$ cat src/rtl/slbseq_pkg.sv
// ----------------------------------------------------------------------------
// slbseq_pkg
// Shared types and constants for the status LED blink sequencer.
// ----------------------------------------------------------------------------
package slbseq_pkg;

	// Timing register values, in milliseconds.
	localparam int unsigned TimeW = 16;
	localparam int unsigned CountW = 8;
	localparam int unsigned CfgIdxW = 3;

	typedef logic [TimeW-1:0]  ms_t;
	typedef logic [CountW-1:0] count_t;
	typedef logic [CfgIdxW-1:0] cfg_idx_t;

	// Register indexes on the configuration port.
	localparam cfg_idx_t REG_ERROR_GAP   = 3'd0;
	localparam cfg_idx_t REG_ERROR_PULSE = 3'd1;
	localparam cfg_idx_t REG_ERROR_PAUSE = 3'd2;
	localparam cfg_idx_t REG_IDLE_OFF    = 3'd3;
	localparam cfg_idx_t REG_IDLE_ON     = 3'd4;
	localparam cfg_idx_t REG_REMOVED     = 3'd5;

	// Reset values of the timing registers.
	localparam ms_t RST_ERROR_GAP   = 16'd500;
	localparam ms_t RST_ERROR_PULSE = 16'd400;
	localparam ms_t RST_ERROR_PAUSE = 16'd1600;
	localparam ms_t RST_IDLE_OFF    = 16'd2000;
	localparam ms_t RST_IDLE_ON     = 16'd100;
	localparam ms_t RST_REMOVED     = 16'd200;

	// Input command codes.
	localparam logic CMD_TICK = 1'b0;
	localparam logic CMD_SET  = 1'b1;

	// Display mode codes as they arrive on mode_code.
	localparam logic [2:0] CODE_ERROR   = 3'd0;
	localparam logic [2:0] CODE_INIT    = 3'd1;
	localparam logic [2:0] CODE_IDLE    = 3'd2;
	localparam logic [2:0] CODE_NONE    = 3'd3;
	localparam logic [2:0] CODE_REMOVED = 3'd4;

	// Stored display mode.
	typedef enum logic [4:0] {
		MD_ERROR   = 5'b00001,
		MD_INIT    = 5'b00010,
		MD_IDLE    = 5'b00100,
		MD_NONE    = 5'b01000,
		MD_REMOVED = 5'b10000
	} mode_t;

	// Pattern phase. Two-phase blinks use FIRST for off and FLASH_ON for on.
	typedef enum logic [3:0] {
		PH_FIRST     = 4'b0001,
		PH_FLASH_OFF = 4'b0010,
		PH_FLASH_ON  = 4'b0100,
		PH_PAUSE     = 4'b1000
	} phase_t;

	// Timing register file contents.
	typedef struct packed {
		ms_t error_gap;
		ms_t error_pulse;
		ms_t error_pause;
		ms_t idle_off;
		ms_t idle_on;
		ms_t removed_half;
	} cfg_regs_t;

endpackage

$ cat src/rtl/status_led_blink_sequencer.sv
// ----------------------------------------------------------------------------
// status_led_blink_sequencer
// Status LED blink-code generator driven by tick and set-mode items.
// ----------------------------------------------------------------------------
// Path: an accepted item passes the input register, then the result register, to out_valid.
// Throughput: one item per cycle; the input register and the result register
// are updated together, so input stall rises only while a result is stalled.
// Reset: mode none, pattern LED state off (led_on itself is not reset), timing registers at defaults.
// ----------------------------------------------------------------------------
module status_led_blink_sequencer (
	input  logic                 clk,
	input  logic                 arst_n,
	// Input items.
	input  logic                 in_valid,
	output logic                 in_stall,
	input  logic                 command,
	input  logic [2:0]           mode_code,
	input  slbseq_pkg::count_t   error_count,
	// Result items.
	output logic                 out_valid,
	input  logic                 out_stall,
	output logic                 led_on,
	// Configuration writes.
	input  logic                 cfg_valid,
	output logic                 cfg_ready,
	input  slbseq_pkg::cfg_idx_t cfg_index,
	input  slbseq_pkg::ms_t      cfg_data
);
	import slbseq_pkg::*;

	logic      valid_s1;
	logic      command_s1;
	logic [2:0] mode_code_s1;
	count_t    error_count_s1;
	logic      out_valid_q;
	logic      led_q;
	logic      advance;
	logic      in_take;
	logic      led_next;
	cfg_regs_t regs;

	assign cfg_ready = 1'b1;

	slbseq_cfg u_cfg (
		.clk      (clk),
		.arst_n   (arst_n),
		.wr_en    (cfg_valid && cfg_ready),
		.wr_index (cfg_index),
		.wr_data  (cfg_data),
		.regs     (regs)
	);

	// The held item moves into the result register when that is free.
	assign advance  = valid_s1 && (!out_valid_q || !out_stall);
	assign in_stall = valid_s1 && !advance;
	assign in_take  = in_valid && !in_stall;

	// Input register.
	always_ff @(posedge clk or negedge arst_n) begin
		if (!arst_n) begin
			valid_s1 <= 1'b0;
		end else if (in_take) begin
			valid_s1 <= 1'b1;
		end else if (advance) begin
			valid_s1 <= 1'b0;
		end
	end

	always_ff @(posedge clk) begin
		if (in_take) begin
			command_s1     <= command;
			mode_code_s1   <= mode_code;
			error_count_s1 <= error_count;
		end
	end

	slbseq_seq u_seq (
		.clk         (clk),
		.arst_n      (arst_n),
		.step_en     (advance),
		.command     (command_s1),
		.mode_code   (mode_code_s1),
		.error_count (error_count_s1),
		.regs        (regs),
		.led_next    (led_next)
	);

	// Result register.
	always_ff @(posedge clk or negedge arst_n) begin
		if (!arst_n) begin
			out_valid_q <= 1'b0;
		end else if (advance) begin
			out_valid_q <= 1'b1;
		end else if (!out_stall) begin
			out_valid_q <= 1'b0;
		end
	end

	always_ff @(posedge clk) begin
		if (advance) begin
			led_q <= led_next;
		end
	end

	assign out_valid = out_valid_q;
	assign led_on    = led_q;

endmodule

$ cat src/rtl/slbseq_cfg.sv
// ----------------------------------------------------------------------------
// slbseq_cfg
// Timing register file, written through a write-enable port.
// ----------------------------------------------------------------------------
module slbseq_cfg (
	input  logic                  clk,
	input  logic                  arst_n,
	input  logic                  wr_en,
	input  slbseq_pkg::cfg_idx_t  wr_index,
	input  slbseq_pkg::ms_t       wr_data,
	output slbseq_pkg::cfg_regs_t regs
);
	import slbseq_pkg::*;

	cfg_regs_t regs_q;

	// Writes to indexes beyond the register list are dropped.
	always_ff @(posedge clk or negedge arst_n) begin
		if (!arst_n) begin
			regs_q.error_gap    <= RST_ERROR_GAP;
			regs_q.error_pulse  <= RST_ERROR_PULSE;
			regs_q.error_pause  <= RST_ERROR_PAUSE;
			regs_q.idle_off     <= RST_IDLE_OFF;
			regs_q.idle_on      <= RST_IDLE_ON;
			regs_q.removed_half <= RST_REMOVED;
		end else if (wr_en) begin
			unique case (wr_index)
				REG_ERROR_GAP:   regs_q.error_gap    <= wr_data;
				REG_ERROR_PULSE: regs_q.error_pulse  <= wr_data;
				REG_ERROR_PAUSE: regs_q.error_pause  <= wr_data;
				REG_IDLE_OFF:    regs_q.idle_off     <= wr_data;
				REG_IDLE_ON:     regs_q.idle_on      <= wr_data;
				REG_REMOVED:     regs_q.removed_half <= wr_data;
				default: ;
			endcase
		end
	end

	assign regs = regs_q;

endmodule

$ cat src/rtl/slbseq_seq.sv
// ----------------------------------------------------------------------------
// slbseq_seq
// Pattern state and its next-state logic; one item is applied per enable.
// ----------------------------------------------------------------------------
module slbseq_seq (
	input  logic                  clk,
	input  logic                  arst_n,
	input  logic                  step_en,
	input  logic                  command,
	input  logic [2:0]            mode_code,
	input  slbseq_pkg::count_t    error_count,
	input  slbseq_pkg::cfg_regs_t regs,
	output logic                  led_next
);
	import slbseq_pkg::*;

	mode_t  mode_q, mode_d;
	phase_t phase_q, phase_d;
	ms_t    cnt_q, cnt_d;
	count_t done_q, done_d;
	count_t total_q, total_d;
	logic   led_q, led_d;

	ms_t    dur_raw;
	ms_t    dur;
	ms_t    cnt_inc;
	logic   over;
	count_t done_inc;

	// Duration of the current phase; a zero register acts as one.
	always_comb begin
		dur_raw = regs.error_gap;
		unique case (mode_q)
			MD_ERROR: begin
				unique case (phase_q)
					PH_FIRST:     dur_raw = regs.error_gap;
					PH_FLASH_OFF: dur_raw = regs.error_pulse;
					PH_FLASH_ON:  dur_raw = regs.error_pulse;
					PH_PAUSE:     dur_raw = regs.error_pause;
					default:      dur_raw = regs.error_pause;
				endcase
			end
			MD_IDLE:    dur_raw = (phase_q == PH_FIRST) ? regs.idle_off : regs.idle_on;
			MD_REMOVED: dur_raw = regs.removed_half;
			default:    dur_raw = regs.error_gap;
		endcase
		dur = (dur_raw == '0) ? ms_t'(1) : dur_raw;
	end

	// Saturating millisecond count and phase-end compare.
	assign cnt_inc  = (cnt_q != '1) ? cnt_q + ms_t'(1) : cnt_q;
	assign over     = (cnt_inc >= dur);
	assign done_inc = done_q + count_t'(1);

	// Next pattern state for a set command or a tick.
	always_comb begin
		mode_d  = mode_q;
		phase_d = phase_q;
		cnt_d   = cnt_q;
		done_d  = done_q;
		total_d = total_q;
		led_d   = led_q;
		if (command == CMD_SET) begin
			unique case (mode_code)
				CODE_ERROR:   mode_d = MD_ERROR;
				CODE_INIT:    mode_d = MD_INIT;
				CODE_IDLE:    mode_d = MD_IDLE;
				CODE_REMOVED: mode_d = MD_REMOVED;
				default:      mode_d = MD_NONE;
			endcase
			phase_d = PH_FIRST;
			cnt_d   = '0;
			done_d  = '0;
			if (mode_code == CODE_ERROR) begin
				total_d = error_count;
			end
			led_d = (mode_code == CODE_INIT);
		end else begin
			unique case (mode_q)
				MD_ERROR: begin
					cnt_d = over ? '0 : cnt_inc;
					if (over) begin
						unique case (phase_q)
							PH_FIRST: begin
								done_d  = '0;
								phase_d = (total_q == '0) ? PH_PAUSE : PH_FLASH_OFF;
								led_d   = 1'b0;
							end
							PH_FLASH_OFF: begin
								phase_d = PH_FLASH_ON;
								led_d   = 1'b1;
							end
							PH_FLASH_ON: begin
								done_d  = done_inc;
								phase_d = (done_inc < total_q) ? PH_FLASH_OFF : PH_PAUSE;
								led_d   = 1'b0;
							end
							default: begin
								phase_d = PH_FIRST;
								led_d   = 1'b0;
							end
						endcase
					end
				end
				MD_IDLE, MD_REMOVED: begin
					cnt_d = over ? '0 : cnt_inc;
					if (over) begin
						if (phase_q == PH_FIRST) begin
							phase_d = PH_FLASH_ON;
							led_d   = 1'b1;
						end else begin
							phase_d = PH_FIRST;
							led_d   = 1'b0;
						end
					end
				end
				default: ;
			endcase
		end
	end

	// State registers.
	always_ff @(posedge clk or negedge arst_n) begin
		if (!arst_n) begin
			mode_q  <= MD_NONE;
			phase_q <= PH_FIRST;
			cnt_q   <= '0;
			done_q  <= '0;
			total_q <= '0;
			led_q   <= 1'b0;
		end else if (step_en) begin
			mode_q  <= mode_d;
			phase_q <= phase_d;
			cnt_q   <= cnt_d;
			done_q  <= done_d;
			total_q <= total_d;
			led_q   <= led_d;
		end
	end

	assign led_next = led_d;

endmodule

$ cat config.mk
export PLATFORM = sky130hd
export DESIGN_NAME = status_led_blink_sequencer
export DESIGN_NICKNAME = d
export VERILOG_FILES = /design/src/rtl/slbseq_pkg.sv /design/src/rtl/status_led_blink_sequencer.sv /design/src/rtl/slbseq_cfg.sv /design/src/rtl/slbseq_seq.sv
export SDC_FILE = /design/constraint.sdc
export NUM_CORES = 1
export LEC_CHECK = 0
export BUFFER_PORTS_ARGS = -buffer_cell sky130_fd_sc_hd__buf_2
export CAP_MARGIN = 20
export CORE_UTILIZATION = 39
export CTS_BUF_LIST = sky130_fd_sc_hd__clkbuf_8
export CTS_CLUSTER_SIZE = 40
export DETAILED_ROUTE_END_ITERATION = 6
export HOLD_SLACK_MARGIN = 0.15
export SYNTH_ARGS = -nofsm -noshare
export SYNTH_HDL_FRONTEND = slang
export SYNTH_SLANG_ARGS = --single-unit
$ cat constraint.sdc
create_clock -name clk -period 7.45 [get_ports clk]
set_input_delay 1.1175 -clock clk [delete_from_list [all_inputs] [get_ports clk]]
set_output_delay 1.1175 -clock clk [all_outputs]
set_load 0.02 [all_outputs]
# Word level (Yosys, flattened, before mapping)
# Index checks and enable logic that the tools add are counted.
# word_totals
regBits,153
latchBits,0
ramBits,0
mem_bits_ro,0
output_inout_bits,4
word_cells,103
n_memories,0
# classes
add_sub_neg,2
multipliers,0
div,0
magnitude_cmp,2
eq_ne,18
shifts,0
n_mux,31
n_bitwise,0
reduce_logical,32
# ops
op,n
2-to-1 mux 16 bit,6
case mux 16 bit (3 select lines),1
case mux 16 bit (2 select lines),1
2-to-1 mux 8 bit,3
2-to-1 mux 4 bit,5
case mux 5 bit (4 select lines),1
adder 16 x 1 -> 16 bit (second input constant),1
>= comparator 16 bit,1
zero test 16 bit,1
!= test 16 bit (second input constant),1
case mux 8 bit (2 select lines),1
AND reduction 2 bit,8
case mux 4 bit (3 select lines),1
equality test 3 x 2 -> 1 bit (second input constant),3
equality test 3 bit (second input constant),3
2-to-1 mux 1 bit,9
adder 8 x 1 -> 8 bit (second input constant),1
zero test 8 bit,1
less-than comparator 8 bit,1
case mux 4 bit (2 select lines),1
AND reduction 4 bit,2
nonzero test 2 bit,4
equality test 3 x 1 -> 1 bit (second input constant),2
zero test 3 bit,2
other kinds (17),25

# Longest topological paths before layout
# logic_depth
ltp_word,10
ltp_mapped,19
mapped_depth_nobuf,15

# Modules after synthesis
# From an unflattened synthesis, not the netlist that was laid out.
# unflattened
hier_cells,653
hier_area_um2,7886.3
# by_module_without_submodules
module,n_inst,cells_per_inst,area_each_um2,seq_area_each_um2
slbseq_cfg,1,208,3708.6,2432.3
slbseq_seq,1,422,3683.5,1053.5
status_led_blink_sequencer,1,23,494.2,440.4

# Least setup slack after synthesis
# Ideal clock, no wire load.
# synth_path
kind,reg2reg
from,register u_seq.phase_q[0]
to,"register led_q, in the netlist led_on, data pin"
setup_ns,0.259
arrival_ns,3.723
slack_ns,3.468
stages_incl_launch_ff,19
path_buffers,3
cell_sequence,dfstp_2 -> buf_2 -> or4b_1 -> buf_6 -> o31a_4 -> buf_6 -> a221oi_2 -> o211a_1 -> nand4_1 -> or2_0 -> o22ai_1 -> ha_1 -> and3_1 -> o21ai_0 -> a31o_1 -> a211oi_1 -> nor3_1 -> o21a_1 -> o31a_1
# synth_via
elab_chain_len,10
word_cells_on_any_way,16
# synth_lines
item,line,text
start: declaration,slbseq_seq.sv:18,"phase_t phase_q, phase_d;"
start signal: assignment,slbseq_seq.sv:133,phase_q <= phase_d;
equality test 4 x 3 -> 1 bit / equality test 4 x 2 -> 1 bit (equally long branches),"slbseq_seq.sv:35, slbseq_seq.sv:83",
OR reduction 2 bit (no line),--,
case mux 16 bit (2 select lines),slbseq_seq.sv:35,unique case (phase_q)
case mux 16 bit (3 select lines),slbseq_seq.sv:33,unique case (mode_q)
zero test 16 bit,slbseq_seq.sv:47,dur = (dur_raw == '0) ? ms_t'(1) : dur_raw;
2-to-1 mux 16 bit,slbseq_seq.sv:47,
>= comparator 16 bit,slbseq_seq.sv:52,assign over = (cnt_inc >= dur);
2-to-1 mux 1 bit (on tied branches),"slbseq_seq.sv:107, slbseq_seq.sv:82",
case mux 1 bit (2 select lines) (*),slbseq_seq.sv:79,unique case (mode_q)
2-to-1 mux 1 bit (*),slbseq_seq.sv:63,if (command == CMD_SET) begin
net led_next,status_led_blink_sequencer.sv:39,logic led_next;
end signal: assignment,status_led_blink_sequencer.sv:101,led_q <= led_next;
end: declaration,status_led_blink_sequencer.sv:36,logic led_q;
# The timed path passes the listed nets; every way through them passes the cells marked *.
# A chain may end at the register's enable or synchronous reset.

# Worst setup path after layout
# layout_path
from,register u_seq.phase_q[0]
to,register u_seq.cnt_q[6]
# layout_via
elab_chain_len,10
word_cells_on_any_way,13
# layout_lines
item,line,text
equality test 4 x 3 -> 1 bit / equality test 4 x 2 -> 1 bit (equally long branches),slbseq_seq.sv:35,
OR reduction 2 bit (no line),--,
case mux 16 bit (2 select lines),slbseq_seq.sv:35,
case mux 16 bit (3 select lines) (*),slbseq_seq.sv:33,
zero test 16 bit,slbseq_seq.sv:47,
2-to-1 mux 16 bit (*),slbseq_seq.sv:47,
>= comparator 16 bit (*),slbseq_seq.sv:52,
2-to-1 mux 16 bit (*),"slbseq_seq.sv:81, slbseq_seq.sv:106",
2-to-1 mux 16 bit (*),--,
2-to-1 mux 16 bit (*),slbseq_seq.sv:63,
end signal: assignment,slbseq_seq.sv:134,cnt_q <= cnt_d;
end: declaration,slbseq_seq.sv:19,"ms_t cnt_q, cnt_d;"
# Every way passes the cells marked *; elsewhere a longest branch is shown, timed or not. The select of a mux whose other input is x is not followed.

==> summary.md <==
## Logic synthesis
- **post-synthesis cell area** 7886 um2
- **share of cell area taken by muxes after synthesis** 17.21%
- **share of synthesized registers carrying an async set or reset** 91.50%
- **synthesis warning total** 0
- **biggest area consumer among synthesized cells** sky130_fd_sc_hd__dfrtp_1
- **largest cells by area after synthesis** sky130_fd_sc_hd__dfrtp_1, sky130_fd_sc_hd__mux2_2, sky130_fd_sc_hd__dfstp_2
- **Synth Instances** 658
- **fraction of the yosys area taken by sequential cells** 49.79%
- **ys flop type** sky130_fd_sc_hd__dfrtp_1
- **xor and xnor area share after synthesis** 1.777%
- **mean cell area of the mapped netlist** 11.99 um2
- **number of distinct library cells after synthesis** 64
- **synthesized-area fraction occupied by adder cells** 3.966%
- **synthesized-area fraction occupied by ao, oa, aoi and oai cells** 13.96%
- **combinational family with the most area after synthesis** multiplexers
- **most frequent cell after synthesis** sky130_fd_sc_hd__dfrtp_1
- **register bit count reported by yosys** 153
- **number of enable-type register cells in the synthesized netlist** 13
- **share of synthesized cell area in and, or, nand and nor gates** 10.47%
- **top-area cell type share of the netlist area** 36.17%
- **synth cell count leaders** sky130_fd_sc_hd__dfrtp_1, sky130_fd_sc_hd__mux2_2, sky130_fd_sc_hd__nand2_1, sky130_fd_sc_hd__dfstp_2, sky130_fd_sc_hd__ha_1
- **number of nets in the synthesized netlist** 719

## Placement
- **dpl hpwl** 12,810 um
- **Cell Area, Placed** 8393 um2
- **count of input and output buffers** 38
- **worst-case setup slack after placement** 2.500 ns
- **gpl congestion** 0.8813

## Floorplan
- **die boundary height** 144.2 um
- **core outline area** 19,650 um2
- **number of cell rows** 51
- **die span in x** 144.2 um
- **count of pins on the block boundary** 40
- **Die Area** 20,790 um2
- **initial cell density of the core** 40.13%

## Timing
- **Worst Tran Pin Value** 1.139 ns
- **endpoints failing hold** 0
- **final worst-path cycle share** 64.55%
- **final critical delay including setup and external delays** 4.809 ns
- **final-report setup violation count** 0
- **tightest slew margin relative to the limit** 24.00%
- **RSZ-0062 raised after global routing** false
- **maximum clock rate** 0.2079 GHz
- **TNS Setup** 0 ns
- **clock tree skew after final layout** 0.01313 ns
- **Pins Over Slew Limit** 0
- **slack of the critical path** 2.641 ns

## Setup path
- **maximum fanout along the worst path** 16
- **startpoint type of the worst setup path** register
- **CP Data Arrival Time** 5.20 ns
- **startpoint of the worst register-to-register path** u_seq.phase_q[0]$_DFFE_PN1P_
- **worst endpoint required time** 7.84 ns
- **Worst R2R Setup Slack** 2.64 ns
- **Critical Path End Type** register
- **CP Class** reg -> reg
- **start point of the critical path** u_seq.phase_q[0]$_DFFE_PN1P_

## GRT
- **Tot GR Track Use** 19.54%
- **maximum number of pins on one net before global-route repair** 79
- **via count of the first global-routing pass** 5,677
- **number of antenna violations at the first check in global routing** 0
- **global-route wire length before repair** 30,470 um
- **aggregate global routing overflow** 0

## Route
- **DRC** 0
- **final WL** 18,990 um
- **total vias in the final route** 5,506
- **remaining number of nets flagged by the antenna check after routing** 0
- **detail-routed via count per cell** 5.682
- **drt first pass iters** 5
- **first-iteration detailed-routing DRC count** 332
- **Avg WL per Cell** 19.60 um

## CTS
- **clock buffers created by TritonCTS** 17
- **TritonCTS clock tree** done
- **setup bufs post-CTS** 0
- **hold buffer count at CTS** 0
- **source-to-sink clock delay at the later pin of the worst-skew pair** 0.46 ns
- **CTS Root Cell** sky130_fd_sc_hd__clkbuf_8
- **H-Tree Depth** 4
- **clock-pin slew on the worst setup and hold paths** 0.09 ns
- **number of resized instances in the post-cts repair step** 0
- **number of buffers between clock root and the deepest sink** 2
- **TritonCTS Sinks** 153

## Final layout
- **ratio of cells with drive above 1 in the final layout** 31.11%
- **area of the multi-input gates** 3797 um2
- **final net count** 752
- **antenna fix cells** 0
- **FILL cells** 1,826
- **post-route cell area** 8816 um2
- **Sequential Area** 3926 um2
- **growth of design area from synthesis to finish** 11.79%

## Flow run
- **max-capacitance violation count** 0

## Min path
- **worst hold-check path type** reg -> reg
- **startpoint of the most critical hold path** error_count_s1[0]$_DFFE_PP_

## Power and ir drop
- **Max IR drop VDD** 0.1377 mV
- **static power due to leakage** 3.856 nW
- **total power per unit cell area** 294.4 nW/um2

## Outcome
- **run status** completed

==> sequential cells by signal, summed over array words and instances, names as in the netlist <==
name / flops
u_seq.done_q: 8
u_cfg.regs: 96
valid_s1: 1
u_seq.mode_q: 5
u_seq.led_q: 1
error_count_s1: 8
mode_code_s1: 3
u_seq.phase_q: 4
led_on: 1
u_seq.total_q: 8
command_s1: 1
u_seq.cnt_q: 16
out_valid: 1
==> path summary, 6_finish.rpt <==
path	to	cells after the start
setup reg to reg	u_seq.cnt_q[6]$_DFFE_PN0P_	15
setup / recovery	u_seq.cnt_q[6]$_DFFE_PN0P_	15
min in group asynchronous	u_cfg.regs[66]$_DFFE_PN0P_	1
hold reg to reg	u_seq.total_q[0]$_DFFE_PN0P_	1
hold / removal	u_seq.total_q[0]$_DFFE_PN0P_	1
max in group asynchronous	u_cfg.regs[13]$_DFFE_PN0P_	2
==> stage by stage <==
step / instances / hold slack (ns) / utilization (%) / power, mW
finish: 969 / 0.4680 / 44.86 / 2.595
global route: 969 / 0.4916 / 44.86 / 2.742
CTS: 967 / 0.4781 / 44.72 / 2.609
detailed placement: 935 / 0.4563 / 42.70 / 1.961
global placement: 933 / 0.4406 / 42.42 / 1.930
floorplan: 658 / 0.4320 / - / 1.732
==> cells in the final DEF, fill, tap and decap left out, types with 12 or more instances in the layout <==
| cell | count |
|---|---|
| sky130_fd_sc_hd__nand3_1 | 16 |
| sky130_fd_sc_hd__and2_1 | 16 |
| sky130_fd_sc_hd__a21oi_1 | 22 |
| sky130_fd_sc_hd__buf_2 | 37 |
| sky130_fd_sc_hd__mux2_2 | 100 |
| sky130_fd_sc_hd__nor2_1 | 16 |
| sky130_fd_sc_hd__nand2_1 | 46 |
| sky130_fd_sc_hd__mux2i_1 | 13 |
| sky130_fd_sc_hd__o211a_1 | 12 |
| sky130_fd_sc_hd__ha_1 | 25 |
| sky130_fd_sc_hd__dfrtp_1 | 114 |
| sky130_fd_sc_hd__a2bb2oi_1 | 12 |
| sky130_fd_sc_hd__a22o_1 | 17 |
| sky130_fd_sc_hd__edfxtp_1 | 13 |
| sky130_fd_sc_hd__inv_1 | 13 |
| sky130_fd_sc_hd__clkbuf_8 | 17 |
| sky130_fd_sc_hd__dfstp_2 | 26 |
==> metal layers <==
layer	GRT usage, %	wire length, um	vias to the layer above	part of all wire, %
met2	31.86	9212	123	49
li1	-	-	2528	-
met3	3.675	721	31	3.8
met5	0	0	-	0
met4	8.753	492	0	2.6
met1	25.22	8562	2824	45
==> final cells by class <==
class | count | area share (%)
tap | 265 | 3.761
clock buffer | 17 | 2.654
timing repair buffer | 47 | 3.576
multi-input combinational | 459 | 43.07
sequential | 153 | 44.54
clock inverter | 15 | 1.845
inverter | 13 | 0.5535
==> critical path: stages, from the launching register on <==
cell                        delay (ns)
sky130_fd_sc_hd__dfstp_2          0.64
sky130_fd_sc_hd__or4b_1           0.68
sky130_fd_sc_hd__o31a_4           0.33
sky130_fd_sc_hd__nand2_1          0.13
sky130_fd_sc_hd__a21oi_1          0.07
sky130_fd_sc_hd__a2111oi_0        0.73
sky130_fd_sc_hd__o22ai_1          0.16
sky130_fd_sc_hd__ha_1             0.31
sky130_fd_sc_hd__and3_1           0.14
sky130_fd_sc_hd__o21ai_0          0.16
sky130_fd_sc_hd__a31o_1           0.19
sky130_fd_sc_hd__a211oi_1         0.12
sky130_fd_sc_hd__nor3_2           0.57
sky130_fd_sc_hd__buf_6            0.24
sky130_fd_sc_hd__a41oi_1          0.12
sky130_fd_sc_hd__a31oi_1          0.16
==> cell families (layout without fill, tap and decap cells) <==
logic type / after synthesis / after routing
AOI/OAI and AO/OA: 139 / 139
xor gates and xnor gates: 16 / 16
adders and majority gates: 25 / 25
buffers and inverters: 46 / 92
DFF: 153 / 153
muxes: 122 / 122
other: 1 / 1
and+or+nand+nor: 156 / 156
==> where the power goes <==
group	total [mW]	internal, mW	leakage (nW)	switching [mW]
Combinational	0.825	0.376	1.83	0.449
Sequential	1.13	1.01	1.82	0.114
Clock	0.643	0.304	0.201	0.339
No activity file was read; power rests on OpenSTA's default activity.
